===== src/hw/rtl/owb_pkg.sv =====
// Types and constants of the 1-Wire bus master.
package owb_pkg;

  localparam int unsigned TIME_BITS = 10;
  localparam int unsigned CFG_W     = 10;
  localparam int unsigned CFG_IDX_W = 3;

  typedef logic [TIME_BITS-1:0] time_t;
  typedef logic [CFG_W-1:0]     cfg_val_t;

  // Fixed released durations after a slot's low phase.
  localparam time_t HIGH_AFTER_ONE  = time_t'(55);
  localparam time_t HIGH_AFTER_ZERO = time_t'(5);
  localparam time_t READ_TAIL       = time_t'(55);

  // A register value that does not fit the timer saturates at its largest count.
  function automatic time_t sat_time(cfg_val_t v);
    if ((CFG_W > TIME_BITS) && ((v >> TIME_BITS) != '0)) begin
      return '1;
    end
    return time_t'(v);
  endfunction

  typedef enum logic [1:0] {
    OP_TICK  = 2'd0,
    OP_RESET = 2'd1,
    OP_WRITE = 2'd2,
    OP_READ  = 2'd3
  } op_e;

  typedef enum logic [CFG_IDX_W-1:0] {
    REG_SETTLE       = 3'd0,
    REG_RESET_LOW    = 3'd1,
    REG_PRES_SAMPLE  = 3'd2,
    REG_RESET_TAIL   = 3'd3,
    REG_WRITE1_LOW   = 3'd4,
    REG_WRITE0_LOW   = 3'd5,
    REG_READ_LOW     = 3'd6,
    REG_READ_SAMPLE  = 3'd7
  } cfg_idx_e;

  typedef enum logic [3:0] {
    PH_IDLE     = 4'd0,
    PH_SETTLE   = 4'd1,
    PH_RST_LOW  = 4'd2,
    PH_RST_WAIT = 4'd3,
    PH_RST_TAIL = 4'd4,
    PH_W_LOW    = 4'd5,
    PH_W_HIGH   = 4'd6,
    PH_R_LOW    = 4'd7,
    PH_R_WAIT   = 4'd8,
    PH_R_TAIL   = 4'd9
  } phase_e;

  typedef struct packed {
    time_t settle;
    time_t reset_low;
    time_t pres_sample;
    time_t reset_tail;
    time_t write1_low;
    time_t write0_low;
    time_t read_low;
    time_t read_sample;
  } cfg_t;

  typedef struct packed {
    phase_e     phase;
    op_e        kind;
    time_t      time_left;
    logic [2:0] bit_idx;
    logic [7:0] shift;
    logic       presence;
    logic [7:0] last_read;
  } owb_state_t;

  // Longest run of end actions one item can cause: settle, reset low,
  // presence wait and reset tail all at zero length.
  localparam int unsigned MAX_CHAIN = 4;

endpackage


===== src/hw/rtl/one_wire_bus_master.sv =====
// Top level of the 1-Wire bus master: input register, phase sequencer, result register.
//
//  channel  | handshake                 | payload
//  ---------+---------------------------+-------------------------------------------
//  input    | in_valid_i / in_stall_o   | opcode_i, write_data_i, line_level_i
//  result   | out_valid_o / out_stall_i | drive_low_o, busy_res_o, done_res_o,
//           |                           | presence_o, read_data_o, rejected_o
//  config   | cfg_we_i                  | cfg_idx_i, cfg_wdata_i
//
// Items pass the input, then the result register; one per cycle while out_stall_i is low.
// The sequencer evaluates up to four zero-length phase ends for a single item.
// Reset returns to idle with the default timings and clears presence and read data.
// A stalled result holds the input register, and the input side stalls once that is full.
module one_wire_bus_master
  import owb_pkg::*;
(
  input  logic                 clk_i,
  input  logic                 rst_ni,
  input  logic                 in_valid_i,
  output logic                 in_stall_o,
  input  logic [1:0]           opcode_i,
  input  logic [7:0]           write_data_i,
  input  logic                 line_level_i,
  output logic                 out_valid_o,
  input  logic                 out_stall_i,
  output logic                 drive_low_o,
  output logic                 busy_res_o,
  output logic                 done_res_o,
  output logic                 presence_o,
  output logic [7:0]           read_data_o,
  output logic                 rejected_o,
  input  logic                 cfg_we_i,
  input  logic [CFG_IDX_W-1:0] cfg_idx_i,
  input  logic [CFG_W-1:0]     cfg_wdata_i
);

  logic       in_valid_q, in_valid_d;
  op_e        op_q;
  logic [7:0] wdata_q;
  logic       line_q;
  logic       accept, fire;

  logic       out_valid_q, out_valid_d;
  logic       drive_low_q, busy_q, done_q, presence_q, rejected_q;
  logic [7:0] read_data_q;

  owb_state_t st_q, st_d;
  logic       done_d, rejected_d;
  logic       drive_low_d, busy_d;
  cfg_t       cfg_q;

  // Handshake between the input register and the result register.
  assign fire        = in_valid_q & (~out_valid_q | ~out_stall_i);
  assign in_stall_o  = in_valid_q & ~fire;
  assign accept      = in_valid_i & ~in_stall_o;
  assign in_valid_d  = accept | (in_valid_q & ~fire);
  assign out_valid_d = fire | (out_valid_q & out_stall_i);

  function automatic owb_state_t start_slot(owb_state_t s, cfg_t c);
    owb_state_t r;
    r = s;
    if (s.kind == OP_WRITE) begin
      r.phase     = PH_W_LOW;
      r.time_left = s.shift[0] ? c.write1_low : c.write0_low;
    end else begin
      r.phase     = PH_R_LOW;
      r.time_left = c.read_low;
    end
    return r;
  endfunction

  // One phase end action; sets fin when the operation completes.
  function automatic owb_state_t end_phase(owb_state_t s, cfg_t c, logic line,
                                           output logic fin);
    owb_state_t r;
    r   = s;
    fin = 1'b0;
    unique case (s.phase)
      PH_SETTLE: begin
        if (s.kind == OP_RESET) begin
          r.phase     = PH_RST_LOW;
          r.time_left = c.reset_low;
        end else begin
          r = start_slot(s, c);
        end
      end
      PH_RST_LOW: begin
        r.phase     = PH_RST_WAIT;
        r.time_left = c.pres_sample;
      end
      PH_RST_WAIT: begin
        r.presence  = ~line;
        r.phase     = PH_RST_TAIL;
        r.time_left = c.reset_tail;
      end
      PH_W_LOW: begin
        r.phase     = PH_W_HIGH;
        r.time_left = s.shift[0] ? HIGH_AFTER_ONE : HIGH_AFTER_ZERO;
      end
      PH_R_LOW: begin
        r.phase     = PH_R_WAIT;
        r.time_left = c.read_sample;
      end
      PH_R_WAIT: begin
        r.shift     = {line, s.shift[7:1]};
        r.phase     = PH_R_TAIL;
        r.time_left = READ_TAIL;
      end
      PH_W_HIGH, PH_R_TAIL: begin
        if (s.kind == OP_WRITE) begin
          r.shift = {1'b0, s.shift[7:1]};
        end
        if (s.bit_idx == 3'd7) begin
          if (s.kind == OP_READ) begin
            r.last_read = r.shift;
          end
          r.phase     = PH_IDLE;
          r.time_left = '0;
          fin         = 1'b1;
        end else begin
          r.bit_idx = s.bit_idx + 3'd1;
          r = start_slot(r, c);
        end
      end
      default: begin
        r.phase     = PH_IDLE;
        r.time_left = '0;
        fin         = 1'b1;
      end
    endcase
    return r;
  endfunction

  // Next state: apply the item, then run the end actions of phases that expired.
  always_comb begin
    owb_state_t s;
    logic       active;
    logic       fin;
    s          = st_q;
    active     = 1'b0;
    done_d     = 1'b0;
    rejected_d = 1'b0;
    fin        = 1'b0;
    if (op_q == OP_TICK) begin
      if (st_q.phase != PH_IDLE) begin
        if (st_q.time_left != '0) begin
          s.time_left = st_q.time_left - time_t'(1);
        end
        active = 1'b1;
      end
    end else if (st_q.phase != PH_IDLE) begin
      rejected_d = 1'b1;
    end else begin
      s.kind      = op_q;
      s.bit_idx   = '0;
      s.shift     = (op_q == OP_WRITE) ? wdata_q : 8'h00;
      s.phase     = PH_SETTLE;
      s.time_left = cfg_q.settle;
      active      = 1'b1;
    end
    if (active) begin
      for (int i = 0; i < MAX_CHAIN; i++) begin
        if (s.phase != PH_IDLE && s.time_left == '0) begin
          s = end_phase(s, cfg_q, line_q, fin);
          if (fin) begin
            done_d = 1'b1;
          end
        end
      end
    end
    st_d = s;
  end

  // Outputs follow the phase the item leaves behind.
  always_comb begin
    busy_d      = (st_d.phase != PH_IDLE);
    drive_low_d = (st_d.phase == PH_RST_LOW) || (st_d.phase == PH_W_LOW) ||
                  (st_d.phase == PH_R_LOW);
  end

  always_ff @(posedge clk_i or negedge rst_ni) begin
    if (!rst_ni) begin
      in_valid_q  <= 1'b0;
      out_valid_q <= 1'b0;
      st_q        <= '{phase: PH_IDLE, kind: OP_TICK, time_left: '0, bit_idx: '0,
                       shift: '0, presence: 1'b0, last_read: '0};
      cfg_q       <= '{settle: sat_time(cfg_val_t'(10)),
                       reset_low: sat_time(cfg_val_t'(520)),
                       pres_sample: sat_time(cfg_val_t'(57)),
                       reset_tail: sat_time(cfg_val_t'(200)),
                       write1_low: sat_time(cfg_val_t'(6)),
                       write0_low: sat_time(cfg_val_t'(60)),
                       read_low: sat_time(cfg_val_t'(2)),
                       read_sample: sat_time(cfg_val_t'(8))};
    end else begin
      in_valid_q  <= in_valid_d;
      out_valid_q <= out_valid_d;
      if (fire) begin
        st_q <= st_d;
      end
      if (cfg_we_i) begin
        unique case (cfg_idx_e'(cfg_idx_i))
          REG_SETTLE:      cfg_q.settle      <= sat_time(cfg_wdata_i);
          REG_RESET_LOW:   cfg_q.reset_low   <= sat_time(cfg_wdata_i);
          REG_PRES_SAMPLE: cfg_q.pres_sample <= sat_time(cfg_wdata_i);
          REG_RESET_TAIL:  cfg_q.reset_tail  <= sat_time(cfg_wdata_i);
          REG_WRITE1_LOW:  cfg_q.write1_low  <= sat_time(cfg_wdata_i);
          REG_WRITE0_LOW:  cfg_q.write0_low  <= sat_time(cfg_wdata_i);
          REG_READ_LOW:    cfg_q.read_low    <= sat_time(cfg_wdata_i);
          REG_READ_SAMPLE: cfg_q.read_sample <= sat_time(cfg_wdata_i);
          default: ;
        endcase
      end
    end
  end

  // Payload registers of both stages.
  always_ff @(posedge clk_i) begin
    if (accept) begin
      op_q    <= op_e'(opcode_i);
      wdata_q <= write_data_i;
      line_q  <= line_level_i;
    end
    if (fire) begin
      drive_low_q <= drive_low_d;
      busy_q      <= busy_d;
      done_q      <= done_d;
      presence_q  <= st_d.presence;
      read_data_q <= st_d.last_read;
      rejected_q  <= rejected_d;
    end
  end

  assign out_valid_o = out_valid_q;
  assign drive_low_o = drive_low_q;
  assign busy_res_o  = busy_q;
  assign done_res_o  = done_q;
  assign presence_o  = presence_q;
  assign read_data_o = read_data_q;
  assign rejected_o  = rejected_q;

endmodule


===== config.mk =====
export PLATFORM = sky130hd
export DESIGN_NAME = one_wire_bus_master
export DESIGN_NICKNAME = d
export VERILOG_FILES = /design/src/hw/rtl/owb_pkg.sv /design/src/hw/rtl/one_wire_bus_master.sv
export SDC_FILE = /design/constraint.sdc
export NUM_CORES = 1
export LEC_CHECK = 0
export ABC_AREA = 1
export BUFFER_PORTS_ARGS = -buffer_cell sky130_fd_sc_hd__buf_2
export CAP_MARGIN = 20
export CORE_MARGIN = 1.5
export CORE_UTILIZATION = 55
export DETAILED_ROUTE_END_ITERATION = 8
export HOLD_SLACK_MARGIN = 0.15
export PLACE_DENSITY = 0.75
export RECOVER_POWER = 25
export SYNTH_ARGS = -nofsm -noshare
export SYNTH_HDL_FRONTEND = slang
export SYNTH_SLANG_ARGS = --single-unit
export TNS_END_PERCENT = 20

===== constraint.sdc =====
create_clock -name clk_i -period 6.2 [get_ports clk_i]
set_clock_uncertainty 0.1 [all_clocks]
set_input_delay 0.93 -clock clk_i [delete_from_list [all_inputs] [get_ports clk_i]]
set_output_delay 0.93 -clock clk_i [all_outputs]
set_load 0.03 [all_outputs]

==> After elaboration in Yosys (flattened, before gate mapping) <==
Index checks and enable logic that the tools add are counted.
{ "classes": {"add_sub_neg": 5, "eq_ne": 59, "n_mux": 134, "n_bitwise": 12, "reduce_logical": 35} }
{ "ops": {"columns": ["op", "n"], "rows": [
  ["36-bit two-way mux", 8],
  ["10-bit one-hot mux with 7 select lines", 4],
  ["10-bit two-way mux", 27],
  ["8-bit two-way mux", 29],
  ["4-bit one-hot mux with 7 select lines", 4],
  ["8-bit one-hot mux with 2 select lines", 4],
  ["4-bit by 3-bit equality test with 1-bit output (second input constant)", 14],
  ["12-bit two-way mux", 4],
  ["10-bit logical NOT", 4],
  ["4-bit by 2-bit equality test with 1-bit output (second input constant)", 9],
  ["3-bit two-way mux", 12],
  ["4-bit equality test (second input constant)", 8],
  ["6-bit two-way mux", 5],
  ["27-bit two-way mux", 1],
  ["3-bit equality test (second input constant)", 8],
  ["4-bit nonzero test", 6],
  ["6-bit OR reduction", 4],
  ["1-bit two-way mux", 23],
  ["2-bit equality test (second input constant)", 9],
  ["4-bit by 1-bit equality test with 1-bit output (second input constant)", 4],
  ["1-bit one-hot mux with 2 select lines", 8],
  ["2-bit AND reduction", 8],
  ["3-bit by 1-bit adder with 3-bit output (second input constant)", 4],
  ["11-bit two-way mux", 1],
  ["14 further kinds", 37]
]} }
{ "totals": {"reg_bits": 142, "wordCells": 271} }

==> Depth between registers and ports, before layout <==
{ "logic_depth": {"depth_word": 51, "depth_mapped": 41, "ltp_nobuf": 40} }

==> Worst setup path after synthesis <==
No wires, ideal clock.
{ "synth_timing": {"path_type": "reg-to-reg", "start": "register st_q[20] (netlist name)", "end": "register busy_q (netlist: busy_res_o) (data pin)", "setup_time_ns": 0.273, "t_arrival_ns": 4.287, "required_time_ns": 5.827, "setup_slack_ns": 1.540, "stages_incl_launch_ff": 41, "n_path_buf": 2, "period_less_slack_ns": 4.660, "path_cell_list": "dfrtp_1 -> inv_1 -> ha_1 -> nand2_1 -> nor2_2 -> nand3_2 -> buf_6 -> nand2_1 -> nand2_1 -> nand3_1 -> nand2_1 -> inv_1 -> nand3_1 -> nor2_4 -> nand2_2 -> nor2_1 -> mux2_2 -> ha_1 -> [5 not listed] -> nand2_1 -> nand2_2 -> nand2_1 -> inv_1 -> nand2_2 -> nand2_2 -> inv_4 -> nor2_1 -> nor2_1 -> nand2_1 -> a21boi_1 -> nand2_1 -> nor2_1 -> nand2_1 -> nand3_2 -> nand2_2 -> nor2_1 -> nand3_1"} }
{ "synth_via": {"elab_chain_cells": 31, "word_cells_on_any_way": 93, "cone_classes": "3 x add/sub; 27 x eq/ne; 47 x mux; 16 x reduce/logical"} }
{ "synth_lines": {"columns": ["item", "line_no", "text"], "rows": [
  ["start, declared", "one_wire_bus_master.sv:47", "owb_state_t st_q, st_d;"],
  ["start signal, assigned", "one_wire_bus_master.sv:185", "st_q <= '{phase: PH_IDLE, kind: OP_TICK, time_left: '0, bit_idx: '0,"],
  ["start signal, assigned", "one_wire_bus_master.sv:199", "st_q <= st_d;"],
  ["10-bit by 1-bit subtractor with 10-bit output or 10-bit nonzero test (tied branches)", "one_wire_bus_master.sv:147, one_wire_bus_master.sv:146", null],
  ["10-bit two-way mux", "one_wire_bus_master.sv:146", "if (st_q.time_left != '0) begin"],
  ["10-bit two-way mux", "one_wire_bus_master.sv:145", "if (st_q.phase != PH_IDLE) begin"],
  ["10-bit two-way mux *", "one_wire_bus_master.sv:144", "if (op_q == OP_TICK) begin"],
  ["10-bit logical NOT", "one_wire_bus_master.sv:163", "if (s.phase != PH_IDLE && s.time_left == '0) begin"],
  ["1-bit logical AND", "one_wire_bus_master.sv:163", null],
  ["36-bit two-way mux *", "one_wire_bus_master.sv:163", null],
  ["36-bit two-way mux *", "one_wire_bus_master.sv:161", "if (active) begin"],
  ["[16 not listed]", null, null],
  ["36-bit two-way mux *", "one_wire_bus_master.sv:163", null],
  ["36-bit two-way mux *", "one_wire_bus_master.sv:161", null],
  ["10-bit logical NOT", "one_wire_bus_master.sv:163", null],
  ["1-bit logical AND", "one_wire_bus_master.sv:163", null],
  ["36-bit two-way mux *", "one_wire_bus_master.sv:163", null],
  ["36-bit two-way mux *", "one_wire_bus_master.sv:161", null],
  ["4-bit nonzero test *", "one_wire_bus_master.sv:176", "busy_d = (st_d.phase != PH_IDLE);"],
  ["net busy_d", "one_wire_bus_master.sv:49", "logic drive_low_d, busy_d;"],
  ["end signal, assigned", "one_wire_bus_master.sv:226", "busy_q <= busy_d;"],
  ["end, declared", "one_wire_bus_master.sv:44", "logic drive_low_q, busy_q, done_q, presence_q, rejected_q;"]
]} }
The timed path passes the listed nets; every way through them passes the cells marked *. The select of a mux whose other input is x is not followed.
A chain may end at the register's enable or synchronous reset.

==> Worst setup path after layout <==
{ "layout_timing": {"start": "register st_q[35] (netlist name)", "end": "register busy_q (netlist: busy_res_o) (data pin)"} }
{ "layout_via": {"elab_chain_cells": 35, "word_cells_on_any_way": 141, "cone_classes": "3 x add/sub; 44 x eq/ne; 76 x mux; 18 x reduce/logical"} }
{ "layout_lines": {"columns": ["item", "line_no", "text"], "rows": [
  ["4-bit nonzero test", "one_wire_bus_master.sv:145, one_wire_bus_master.sv:151", null],
  ["27-bit two-way mux", "one_wire_bus_master.sv:151", "end else if (st_q.phase != PH_IDLE) begin"],
  ["6-bit two-way mux", "one_wire_bus_master.sv:144", null],
  ["2-bit equality test", "one_wire_bus_master.sv:62, one_wire_bus_master.sv:110", null],
  ["8-bit two-way mux", "one_wire_bus_master.sv:110", "if (s.kind == OP_WRITE) begin"],
  ["8-bit two-way mux", "one_wire_bus_master.sv:78", "unique case (s.phase)"],
  ["8-bit two-way mux", "one_wire_bus_master.sv:163", null],
  ["8-bit two-way mux", "one_wire_bus_master.sv:161", null],
  ["[20 not listed]", null, null],
  ["36-bit two-way mux", "one_wire_bus_master.sv:163", null],
  ["36-bit two-way mux", "one_wire_bus_master.sv:161", null],
  ["10-bit logical NOT", "one_wire_bus_master.sv:163", null],
  ["1-bit logical AND", "one_wire_bus_master.sv:163", null],
  ["36-bit two-way mux", "one_wire_bus_master.sv:163", null],
  ["36-bit two-way mux *", "one_wire_bus_master.sv:161", null],
  ["4-bit nonzero test *", "one_wire_bus_master.sv:176", null],
  ["net busy_d", "one_wire_bus_master.sv:49", null]
]} }
Marked as above.

==> run_results.csv <==
group,metric,value,unit
run_status,status,"finished with violations",
run_status,violations,"capacitance limit, slew limit",
timing,slew_viol_final,47,
timing,worst_pin_slew,2.62,ns
worst_setup_path,path_buf_inv,2,
logic_synthesis,synth_top_area_cell,"dfrtp_1",
worst_setup_path,r2r_slack,0.25,ns
placement,gp_congestion,1.10,
pwr,irDropWorstVdd,0.000220,V
routing,drc,0,
clock_tree,cts.sinks,142,
timing,finalHoldViolations,0,
finish,antennaDiodeCount,0,
timing,setup_viol,0,
timing,period_minus_slack,5.95,ns
global_route,antenna_found_initial,0,
finish,drive_gt1_share,14.5,%
worst_setup_path,cp.arrival,6.03,ns
floorplan,fp-row-count,51,
timing,fin_crit_sh,96.0,%
floorplan,die_h,143,um
worst_setup_path,cp-startpoint,"st_q[35]",
logic_synthesis,synth.area.top_cells,"dfrtp_1, nand2_1, o21ai_0, nand3_1, edfxtp_1",
worst_setup_path,cp_num_cells,33,
clock_tree,cts_tree,"yes",
global_route,grt_max_degree,74,
floorplan,boundaryPins,44,
routing,vias,12200,
logic_synthesis,synth_edf_count,24,
global_route,overflow,0,
logic_synthesis,async_reset_ff_share,83.1,%
clock_tree,postCtsHoldBufs,0,
routing,wl_per_cell,21.2,um
floorplan,initial_core_util,55.8,%
clock_tree,cts-htree-levels,4,
routing,drtIter0Drc,1749,
timing,tns,0,ns
logic_synthesis,mappedNetlistArea,10800,um^2
logic_synthesis,synth_top_area_share,23.0,%
worst_setup_path,crit_type,"flip-flop to flip-flop",
worst_setup_path,r2r-end,"busy_res_o",
worst_setup_path,cp-end-kind,"flip-flop",
finish,nNetsFinal,1776,
finish,area_growth,13.3,%
routing,drtAntennaViolNets,0,
logic_synthesis,synth_seq_cells,142,
global_route,grt_pass1_vias,11100,
worst_setup_path,cpMostUsedCell,"nor2_1",
pwr,leakagePower,0.00594,uW
logic_synthesis,netlist_instances,1678,
finish,design_area,12200,um^2
routing,viasPerCell,6.06,
worst_setup_path,critPathLaunchType,"flip-flop",
logic_synthesis,post_synth_num_cell_types,53,
logic_synthesis,syn-mean-instance-area,6.43,um^2
routing,wl,42.9,mm
worst_setup_path,r2r_cells,33,
worst_setup_path,cp_max_fo,17,
placement,hpwl,32.3,mm
global_route,grt_pass1_wl,63.7,mm
routing,dr.pass1.iters,7,
logic_synthesis,synth_flop_cell,"dfrtp_1",
floorplan,die_x,143,um
hold_path,hp-start,"cfg_q[64]",
timing,timing.hold.ws,0.384,ns
floorplan,die_area,20500,um^2
worst_setup_path,timing.rr.start,"st_q[35]",
logic_synthesis,yosysSeqAreaShare,34.3,%
pwr,p_per_area,526,nW/um^2
floorplan,core,19300,um^2
clock_tree,clk_root_buffer_cell,"clkbuf_16",
logic_synthesis,yosysWarnings,0,
worst_setup_path,max_stage_delay,0.73,ns
placement,postPlaceCellArea,11500,um^2
clock_tree,clock_latency,0.45,ns
worst_setup_path,critPathTopFamily,"simple AND/OR/NAND/NOR gates",
timing,max_slew_margin,-74.8,%
global_route,grt_usage,42.2,%
hold_path,hp-class,"flip-flop to flip-flop",
worst_setup_path,slowest_stage,"nor2_2",
worst_setup_path,worstPathRequired,6.28,ns
worst_setup_path,crit_end,"busy_res_o",
timing,max_freq,168,MHz
logic_synthesis,synth_nets,1711,
clock_tree,clkTransAtPathRegs,0.07,ns
placement,port_buffers,43,
clock_tree,numCtsBuffers,17,
clock_tree,clock_path_buffers,2,
job,drv_cap,1,
## power by group
group / switching, uW / leakage, uW / internal (uW) / total, uW
clock: 491 / 0.000303 / 617 / 1110
combinational: 2750 / 0.00396 / 1190 / 3940
sequential: 224 / 0.00167 / 1160 / 1390
## stage by stage
| stage | power, uW | utilization [%] | std cells | setup slack (ns) |
|---|---|---|---|---|
| floorplan | 3780 | - | 1678 | 1.54 |
| global placement | 5080 | 59.4 | 1981 | 0.126 |
| detailed placement | 5080 | 59.4 | 1981 | 0.124 |
| CTS | 6180 | 62.6 | 2013 | 0.0930 |
| global route | 6770 | 63.2 | 2021 | -0.00225 |
| finish | 6440 | 63.2 | 2021 | 0.250 |
## cells by family after synthesis
kind of cell	count (synthesis)	synth area share (%)
AND/OR/NAND/NOR	987	40.2
AO/OA/AOI/OAI	309	15.9
buffers and inverters	231	8.74
flip-flops	142	34.3
adder cells (fa/ha/maj)	4	0.464
XOR/XNOR	3	0.243
multiplexers	2	0.209
## cells in the final DEF (no fill, tap or decap), types with 15 or more instances in the layout
cell / n
a21oi_1: 58
buf_2: 41
buf_4: 52
clkbuf_16: 17
dfrtp_1: 99
dfstp_2: 19
edfxtp_1: 24
inv_1: 158
nand2_1: 545
nand2_2: 25
nand3_1: 176
nand4_1: 15
nor2_1: 149
nor2_2: 17
o21ai_0: 187
o22ai_1: 18
## cells in the mapped netlist (15+ instances only)
library cell / n
a21oi_1: 58
clkbuf_1: 34
dfrtp_1: 99
dfstp_2: 19
edfxtp_1: 24
inv_1: 158
nand2_1: 547
nand2_2: 25
nand3_1: 178
nand4_1: 15
nor2_1: 149
nor2_2: 17
o21ai_0: 187
o22ai_1: 18
## how the worst min path moves through the flow
stage / cells past startpoint / end / slack [ns]
after global routing: 2 / cfg_q[64] / 0.41
final: 2 / cfg_q[64] / 0.38
after global placement: 2 / cfg_q[67] / 0.36
after detailed placement: 2 / cfg_q[17] / 0.37
after CTS: 2 / cfg_q[17] / 0.38
after floorplan: 2 / cfg_q[62] / 0.35
## per-layer routing
layer / vias up / track usage, % / share of wire [%]
met5: - / 0 / 0
met4: 0 / 22.9 / 5.9
met3: 148 / 7.41 / 9.8
met2: 785 / 68.1 / 46
met1: 5669 / 53.7 / 39
li1: 5637 / - / -
## sequential cells by signal, indices dropped and copies added, names as in the netlist
signal / cells
in_valid_q: 1
drive_low_o: 1
out_valid_o: 1
st_q: 36
busy_res_o: 1
op_q: 2
done_res_o: 1
read_data_o: 8
presence_o: 1
rejected_o: 1
cfg_q: 80
line_q: 1
wdata_q: 8
## what timing repair did
| item | in CTS | in global routing |
|---|---|---|
| setup endpoints to repair | 0 | 5 |
| gates resized for setup | 0 | 11 |
| setup buffers | 0 | 6 |
## tightest hold or removal path, stage by stage, from the launching register on
cell and delay (ns):
dfrtp_1 0.34, nand2_1 0.05, o21ai_0 0.06
## area by class of cell
cell class,instances,area [um^2]
Timing Repair Buffer,101,707
Clock buffer,17,425
Fill cell,1827,7110
Clock inverter,15,188
Tap cell,265,332
Inverter,175,664
Multi-Input combinational cell,1306,6210
Sequential cell,142,3700
Note: power is estimated with default switching activity, not from simulation.
